[config.mk]
export PLATFORM = sky130hd
export DESIGN_NAME = qubit_wise_commuting_first_fit_grouper
export DESIGN_NICKNAME = d
export VERILOG_FILES = /design/src/rtl/qwcg_pkg.sv /design/src/rtl/qwcg_cell.sv /design/src/rtl/qubit_wise_commuting_first_fit_grouper.sv
export VERILOG_INCLUDE_DIRS = /design/src /design/src/rtl
export SDC_FILE = /design/constraint.sdc
export NUM_CORES = 2
export LEC_CHECK = 0
export BUFFER_PORTS_ARGS = -buffer_cell sky130_fd_sc_hd__buf_2
export CELL_PAD_IN_SITES_DETAIL_PLACEMENT = 0
export CELL_PAD_IN_SITES_GLOBAL_PLACEMENT = 1
export CORE_MARGIN = 2
export CORE_UTILIZATION = 47
export DETAILED_ROUTE_END_ITERATION = 12
export PLACE_DENSITY_LB_ADDON = 0.1
export SETUP_SLACK_MARGIN = 0.5
export SYNTH_ARGS = -nofsm -noshare
export SYNTH_HDL_FRONTEND = slang
export SYNTH_HIERARCHICAL = 1
export SYNTH_SLANG_ARGS = --single-unit
[constraint.sdc]
create_clock -name clk_i -period 6.4 [get_ports clk_i]
set_input_delay 1.28 -clock clk_i [delete_from_list [all_inputs] [get_ports clk_i]]
set_output_delay 1.28 -clock clk_i [all_outputs]
set_load 0.02 [all_outputs]
[src/rtl/assert_macros.svh]
// ---------------------------------------------------------------------------
// Assertion macros
// Concurrent assertion helpers shared by the RTL; empty under synthesis.
// ---------------------------------------------------------------------------
`ifndef ASSERT_MACROS_SVH
`define ASSERT_MACROS_SVH

`ifndef SYNTHESIS
`define ASSERT_CLK(lbl, clk, rstn, prop) \
  lbl: assert property (@(posedge clk) disable iff (!rstn) prop) \
    else $error("assertion failed");
`define ASSERT_ONEHOT0(lbl, clk, rstn, vec) \
  lbl: assert property (@(posedge clk) disable iff (!rstn) $onehot0(vec)) \
    else $error("assertion failed: more than one bit set");
`else
`define ASSERT_CLK(lbl, clk, rstn, prop)
`define ASSERT_ONEHOT0(lbl, clk, rstn, vec)
`endif

`endif

[src/rtl/qwcg_pkg.sv]
// ---------------------------------------------------------------------------
// qwcg_pkg
// Shared types and field layout for the qubit-wise commuting grouper.
// ---------------------------------------------------------------------------
package qwcg_pkg;

  localparam int TERM_W = 32;   // width of an X or Z mask field
  localparam int ID_W   = 16;   // term index width
  localparam int GIDX_W = 4;    // reported group index width

  // input tdata layout
  localparam int X_LSB    = 0;
  localparam int Z_LSB    = TERM_W;
  localparam int ID_LSB   = 2 * TERM_W;
  localparam int S_DATA_W = 80;

  // output tdata layout: placed_id, group_index, zero fill
  localparam int M_DATA_W = 24;
  localparam int M_USER_W = 2;

  typedef enum logic {
    ST_IDLE,
    ST_RUN
  } state_e;

  // what a cell reports in the cycle it holds the request token
  typedef struct packed {
    logic hit;      // cell took the term
    logic opened;   // cell was free and opened for it
  } claim_t;

endpackage

[src/rtl/qwcg_cell.sv]
// ---------------------------------------------------------------------------
// qwcg_cell
// One group slot: X/Z bases, open flag, fit check and token hand-off.
// ---------------------------------------------------------------------------
module qwcg_cell #(
  parameter int W = 32
) (
  input  logic             clk_i,
  input  logic             rst_ni,
  input  logic             clear_i,
  input  logic             tok_i,
  input  logic [W-1:0]     term_x_i,
  input  logic [W-1:0]     term_z_i,
  output logic             tok_o,
  output qwcg_pkg::claim_t claim_o
);

  logic         open_q, open_d;
  logic         tok_q, tok_d;
  logic [W-1:0] x_q, x_d;
  logic [W-1:0] z_q, z_d;
  logic         fit;

  // qubit-wise conflict against the accumulated bases
  assign fit = (((term_x_i & z_q) ^ (term_z_i & x_q)) == '0);

  always_comb begin
    claim_o.hit    = tok_i && (!open_q || fit);
    claim_o.opened = tok_i && !open_q;
    tok_d          = tok_i && !claim_o.hit;
    open_d         = open_q;
    x_d            = x_q;
    z_d            = z_q;
    if (clear_i) begin
      open_d = 1'b0;
    end else if (claim_o.opened) begin
      open_d = 1'b1;
      x_d    = term_x_i;
      z_d    = term_z_i;
    end else if (claim_o.hit) begin
      x_d = x_q | term_x_i;
      z_d = z_q | term_z_i;
    end
  end

  always_ff @(posedge clk_i or negedge rst_ni) begin
    if (!rst_ni) begin
      open_q <= 1'b0;
      tok_q  <= 1'b0;
    end else begin
      open_q <= open_d;
      tok_q  <= tok_d;
    end
  end

  // bases are only read while open_q is set
  always_ff @(posedge clk_i) begin
    x_q <= x_d;
    z_q <= z_d;
  end

  assign tok_o = tok_q;

endmodule

[src/rtl/qubit_wise_commuting_first_fit_grouper.sv]
// A term placed in group g gives its result once the token has reached cell g;
// an overflow result comes once the token has passed all MAX_GROUPS cells.
// One term at a time: no new term is taken until the walk of the last one ends,
// the token walking the cell row one cell per cycle until a group takes the term.
// Reset (rst_ni low, async): all groups closed, no request in flight, output empty.
// ---------------------------------------------------------------------------
// qubit_wise_commuting_first_fit_grouper
// First-fit grouping of Pauli terms into qubit-wise commuting groups. A row
// of group cells holds the X/Z bases; a token walks the row and the first
// open cell without a conflict, or the first free cell, takes the term.
// ---------------------------------------------------------------------------
`include "assert_macros.svh"

module qubit_wise_commuting_first_fit_grouper #(
  parameter int QUBITS     = 32,
  parameter int MAX_GROUPS = 16
) (
  input  logic                          clk_i,
  input  logic                          rst_ni,
  // request stream
  input  logic                          s_axis_tvalid,
  output logic                          s_axis_tready,
  // [31:0] term_x, [63:32] term_z, [79:64] term_id
  input  logic [qwcg_pkg::S_DATA_W-1:0] s_axis_tdata,
  // [0] new_set
  input  logic                          s_axis_tuser,
  // result stream
  output logic                          m_axis_tvalid,
  input  logic                          m_axis_tready,
  // [15:0] placed_id, [19:16] group_index, [23:20] zero
  output logic [qwcg_pkg::M_DATA_W-1:0] m_axis_tdata,
  // [0] opened_group, [1] overflow
  output logic [qwcg_pkg::M_USER_W-1:0] m_axis_tuser
);

  // stored qubits: mask bits at or above QUBITS never reach the cells
  localparam int QW = (QUBITS < qwcg_pkg::TERM_W) ? QUBITS : qwcg_pkg::TERM_W;
  localparam int GW = (MAX_GROUPS > 1) ? $clog2(MAX_GROUPS) : 1;
  localparam int PAD_W = qwcg_pkg::M_DATA_W - qwcg_pkg::ID_W - qwcg_pkg::GIDX_W;

  qwcg_pkg::state_e state_q, state_d;

  logic                      accept;
  logic                      tok0_q;
  logic [GW-1:0]             idx_q, idx_d;
  logic [QW-1:0]             term_x_q, term_z_q;
  logic [qwcg_pkg::ID_W-1:0] id_q;
  logic                      clear;

  // token chain: tok[0] enters cell 0, tok[MAX_GROUPS] means no slot left
  logic [MAX_GROUPS:0]       tok;
  logic [MAX_GROUPS-1:0]     hit_vec, open_vec;
  qwcg_pkg::claim_t          claim [MAX_GROUPS];

  logic                      any_hit, any_open, ovf, done;

  // result word as it will appear on the port
  logic [qwcg_pkg::M_DATA_W-1:0] res_data;
  logic [qwcg_pkg::M_USER_W-1:0] res_user;

  // output register plus one skid entry
  logic                          out_vld_q, pend_vld_q;
  logic [qwcg_pkg::M_DATA_W-1:0] out_data_q, pend_data_q;
  logic [qwcg_pkg::M_USER_W-1:0] out_user_q, pend_user_q;

  assign accept = s_axis_tvalid && s_axis_tready;
  assign clear  = accept && s_axis_tuser;

  // ---- controller --------------------------------------------------------
  always_comb begin
    state_d       = state_q;
    idx_d         = idx_q;
    s_axis_tready = 1'b0;
    case (state_q)
      qwcg_pkg::ST_IDLE: begin
        // one term at a time; hold off while a result still sits in the skid
        s_axis_tready = !pend_vld_q;
        if (s_axis_tvalid && !pend_vld_q) begin
          state_d = qwcg_pkg::ST_RUN;
          idx_d   = '0;
        end
      end
      qwcg_pkg::ST_RUN: begin
        // idx_q tracks which cell holds the token this cycle
        idx_d = idx_q + GW'(1);
        if (done) begin
          state_d = qwcg_pkg::ST_IDLE;
        end
      end
      default: begin
        state_d = qwcg_pkg::ST_IDLE;
      end
    endcase
  end

  always_ff @(posedge clk_i or negedge rst_ni) begin
    if (!rst_ni) begin
      state_q <= qwcg_pkg::ST_IDLE;
      tok0_q  <= 1'b0;
      idx_q   <= '0;
    end else begin
      state_q <= state_d;
      tok0_q  <= accept;
      idx_q   <= idx_d;
    end
  end

  // term broadcast to every cell
  always_ff @(posedge clk_i) begin
    if (accept) begin
      term_x_q <= s_axis_tdata[qwcg_pkg::X_LSB +: QW];
      term_z_q <= s_axis_tdata[qwcg_pkg::Z_LSB +: QW];
      id_q     <= s_axis_tdata[qwcg_pkg::ID_LSB +: qwcg_pkg::ID_W];
    end
  end

  // ---- cell row ------------------------------------------------------------
  assign tok[0] = tok0_q;

  for (genvar g = 0; g < MAX_GROUPS; g++) begin : g_cell
    qwcg_cell #(
      .W (QW)
    ) u_cell (
      .clk_i    (clk_i),
      .rst_ni   (rst_ni),
      .clear_i  (clear),
      .tok_i    (tok[g]),
      .term_x_i (term_x_q),
      .term_z_i (term_z_q),
      .tok_o    (tok[g+1]),
      .claim_o  (claim[g])
    );
    assign hit_vec[g]  = claim[g].hit;
    assign open_vec[g] = claim[g].opened;
  end

  assign any_hit  = |hit_vec;
  assign any_open = |open_vec;
  assign ovf      = tok[MAX_GROUPS];   // token fell off the end: table full
  assign done     = (state_q == qwcg_pkg::ST_RUN) && (any_hit || ovf);

  always_comb begin
    res_data = {{PAD_W{1'b0}},
                any_hit ? qwcg_pkg::GIDX_W'(idx_q) : {qwcg_pkg::GIDX_W{1'b0}},
                id_q};
    res_user = {ovf && !any_hit, any_open};
  end

  // ---- result register with skid -----------------------------------------
  always_ff @(posedge clk_i or negedge rst_ni) begin
    if (!rst_ni) begin
      out_vld_q  <= 1'b0;
      pend_vld_q <= 1'b0;
    end else begin
      if (!out_vld_q || m_axis_tready) begin
        out_vld_q  <= pend_vld_q || done;
        pend_vld_q <= 1'b0;
      end else if (done) begin
        pend_vld_q <= 1'b1;
      end
    end
  end

  always_ff @(posedge clk_i) begin
    if (!out_vld_q || m_axis_tready) begin
      if (pend_vld_q) begin
        out_data_q <= pend_data_q;
        out_user_q <= pend_user_q;
      end else begin
        out_data_q <= res_data;
        out_user_q <= res_user;
      end
    end else if (done) begin
      pend_data_q <= res_data;
      pend_user_q <= res_user;
    end
  end

  assign m_axis_tvalid = out_vld_q;
  assign m_axis_tdata  = out_data_q;
  assign m_axis_tuser  = out_user_q;

  // ---- assertions --------------------------------------------------------
  // only the token holder may claim
  `ASSERT_ONEHOT0(a_single_claim, clk_i, rst_ni, hit_vec)
  // an accepted request starts a walk of the row
  `ASSERT_CLK(a_accept_runs, clk_i, rst_ni, accept |=> (state_q == qwcg_pkg::ST_RUN && !s_axis_tready))
  // a skid entry only exists behind a full output register
  `ASSERT_CLK(a_skid_order, clk_i, rst_ni, pend_vld_q |-> out_vld_q)
  // every finished walk shows up on the result side
  `ASSERT_CLK(a_done_shows, clk_i, rst_ni, done |=> m_axis_tvalid)

endmodule

==> impl_metrics.env <==
export IMPL_status="finished clean"
export IMPL_grt_pass1_vias=33329
export IMPL_p_per_area_nw_per_um2=327
export IMPL_hold_ws_ps=445
export IMPL_max_stage_delay_ps=1260
export IMPL_syn_inst=4230
export IMPL_ios=113
export IMPL_ant_nets=0
export IMPL_cts_resized=0
export IMPL_cpLargestDelayFamily="simple AND/OR/NAND/NOR gates"
export IMPL_drt_wl_total_um=151000
export IMPL_fin_crit_sh=0.822
export IMPL_r2r_start="term_x_q[30]"
export IMPL_worstPathRequired_ps=6800
export IMPL_drc=0
export IMPL_r2r_cells=11
export IMPL_die_area_um2=118000
export IMPL_yosysWarnings=6
export IMPL_first_pass_iters=5
export IMPL_leakagePower_uw=0.0219
export IMPL_cts_hold_buf=0
export IMPL_initial_utilization=0.475
export IMPL_final_setup_worst_slack_ps=1140
export IMPL_antenna_found_initial=9
export IMPL_route_detailed_wl_per_inst_um=24.5
export IMPL_clock_path_buffers=3
export IMPL_cts_root_buf="clkbuf_16"
export IMPL_p_total_uw=20300
export IMPL_clkLatencyLatePin_ps=740
export IMPL_clk_pin_slew_ps=60
export IMPL_drv_cap=0
export IMPL_synth_edf_count=1148
export IMPL_htreeDepth=4
export IMPL_worstHoldStart="id_q[13]"
export IMPL_worst_setup_path_type="register to register"
export IMPL_synth_distinct_cells=36
export IMPL_die_h_um=344
export IMPL_drive_gt1_frac=0.112
export IMPL_hpwl_um=98300
export IMPL_rsz0062_at_grt="no"
export IMPL_ys_flop_type="edfxtp_1"
export IMPL_fin_skew_ps=24.7
export IMPL_startpoint_type="register"
export IMPL_yosys_top_cells_count="edfxtp_1 (1148), nand2_1 (1032), a21o_1 (1008)"
export IMPL_synth_area_leaders="edfxtp_1 (63%), a21o_1 (14%), xnor2_1 (8.2%)"
export IMPL_initialDrtViolationCount=3272
export IMPL_overflow=0
export IMPL_hold_viol=0
export IMPL_peakVddDrop_mv=0.278
export IMPL_hp_class="register to register"
export IMPL_crit_slowest_cell="nor4_1"
export IMPL_place_ws_ps=1230
export IMPL_max_slew_margin=0.0304
export IMPL_tightest_slew_ps=1440
export IMPL_slew_viol_final=0
export IMPL_ys_seq_area_frac=0.652
export IMPL_layout_area_overhead_vs_synth_pct=14.0
export IMPL_critPathMaxFanout=22
export IMPL_synth_top_area_frac=0.634
export IMPL_numCtsBuffers=137
export IMPL_grt_first_pass_wirelength_um=221000
export IMPL_final_setup_tns_ps=0
export IMPL_io_buffers=108
export IMPL_r2r_slack_ps=1140
export IMPL_cp_num_buf_inv=2
export IMPL_rows=124
export IMPL_vias=35285
export IMPL_worstPathArrival_ps=5660
export IMPL_grtUsageTotal=0.254
export IMPL_cts_sinks=1188
export IMPL_nFillCells=9909
export IMPL_yosys_area_top_type="edfxtp_1"
export IMPL_grt_max_degree=66
export IMPL_netlist_area_um2=54400
export IMPL_synth_most_common_cell="edfxtp_1"
export IMPL_die_x_um=344
export IMPL_core_region_area_um2=115000
export IMPL_crit_chain="buf_4 -> nand2_1 -> xnor2_1 -> nand4_1 -> nor4_1 -> a21boi_1 -> nor2b_1 -> nor4_2 -> and4_1 -> a211oi_4 -> buf_4"
export IMPL_avgSynthCellArea_um2=12.9
export IMPL_cts_setup_buffers=0
export IMPL_gp_congestion=0.819
export IMPL_period_minus_slack_ps=5260
export IMPL_cp_common_cell="buf_4"
export IMPL_crit_end="pend_data_q[15]"
export IMPL_cp_depth=11
export IMPL_ys_seq_elements=1188
export IMPL_crit_start="term_x_q[30]"
export IMPL_report_final_setup_viol=0
export IMPL_critPathCaptureType="register"
export IMPL_final_core_util=0.542
export IMPL_viasPerCell=5.74
export IMPL_tritoncts="yes"
export IMPL_r2r_end="pend_data_q[15]"
export IMPL_clock_fmax_mhz=190
export IMPL_nets=4601
export IMPL_synthArstFlopShare=0.0337
==> cell families (layout without fill, tap and decap cells) <==
group	after synthesis	after routing	synth area share
and+or+nand+nor	1319	1319	0.105
DFF	1188	1188	0.652
AOI/OAI and AO/OA	1053	1053	0.146
xor gates and xnor gates	512	512	0.0825
buffers and inverters	139	530	0.0104
muxes	17	17	0.00352
adders and majority gates	1	1	0.000230
other	1	10	0.0000690
==> report_power, final <==
group / internal (uW) / switching (uW) / leakage [uW] / total (uW)
sequential: 9040 / 447 / 0.00983 / 9490
clock: 4400 / 3120 / 0.00208 / 7520
combinational: 1230 / 2030 / 0.00995 / 3260
==> worst min-delay path by stage <==
stage,to,slack (ps),cells after the start
floorplan,pend_data_q[0],420,0
global route,pend_data_q[1],460,0
CTS,pend_data_q[15],450,0
global placement,pend_data_q[12],430,0
detailed placement,pend_data_q[15],430,0
finish,pend_data_q[13],440,0
==> registers in the layout (all words and copies together), names as in the netlist, 2 cells and up <==
name / count
pend_data_q: 20
pend_user_q: 2
m_axis_tuser: 2
id_q: 16
g_cell.u_cell/tok_o: 16
g_cell.u_cell/open_q: 16
idx_q: 4
term_z_q: 32
g_cell.u_cell/x_q: 512
g_cell.u_cell/z_q: 512
term_x_q: 32
m_axis_tdata: 20
==> layer usage <==
metal	wire length (um)	vias up	GRT usage
li1	-	15928	-
met1	70000	18185	0.379
met2	67100	988	0.386
met3	10200	182	0.0401
met4	3350	2	0.0668
met5	13	-	0
==> stage by stage <==
step	instance area (um^2)	instances
6_report	62000	6142
2_1_floorplan	54400	4233
3_5_place_dp	57700	5888
3_3_place_gp	57700	5888
5_1_grt	62000	6136
4_1_cts	62000	6136
==> placed cells by master (no fill, tap or decap), types with 2 or more instances in the layout <==
cell / netlist / routed
a21boi_1: 16 / 16
a21o_1: 1008 / 1008
a21o_2: 16 / 16
and2_1: 21 / 21
buf_12: 0 / 7
buf_2: 19 / 108
buf_4: 4 / 148
bufinv_16: 0 / 7
clkbuf_1: 16 / 45
clkbuf_16: 0 / 144
clkinv_1: 0 / 25
clkinv_2: 0 / 19
conb_1: 1 / 4
dfrtp_1: 40 / 40
diode_2: 0 / 6
edfxtp_1: 1148 / 1148
inv_1: 19 / 18
inv_6: 0 / 5
mux2_2: 17 / 17
nand2_1: 1032 / 1032
nand2b_1: 22 / 6
nand2b_2: 0 / 16
nand3_1: 3 / 3
nand4_1: 130 / 130
nor2_1: 35 / 35
nor2b_1: 16 / 16
nor3b_4: 0 / 16
nor4_1: 36 / 36
nor4_2: 3 / 3
o21ai_0: 4 / 4
o21ai_1: 3 / 3
o31ai_2: 2 / 2
xnor2_1: 512 / 512
==> final cells by class <==
| class | count | area [um^2] | area share |
|---|---|---|---|
| diodes | 6 | 15.0 | 0.000242 |
| repair buffers | 263 | 1790 | 0.0289 |
| clock inverters | 59 | 487 | 0.00785 |
| well taps | 1512 | 1890 | 0.0305 |
| multi-input cells | 2906 | 18500 | 0.298 |
| flip-flops and latches | 1188 | 35500 | 0.572 |
| clock buffers | 189 | 3770 | 0.0608 |
| inverters | 19 | 73.8 | 0.00119 |
(Power assumes the default switching activity.)
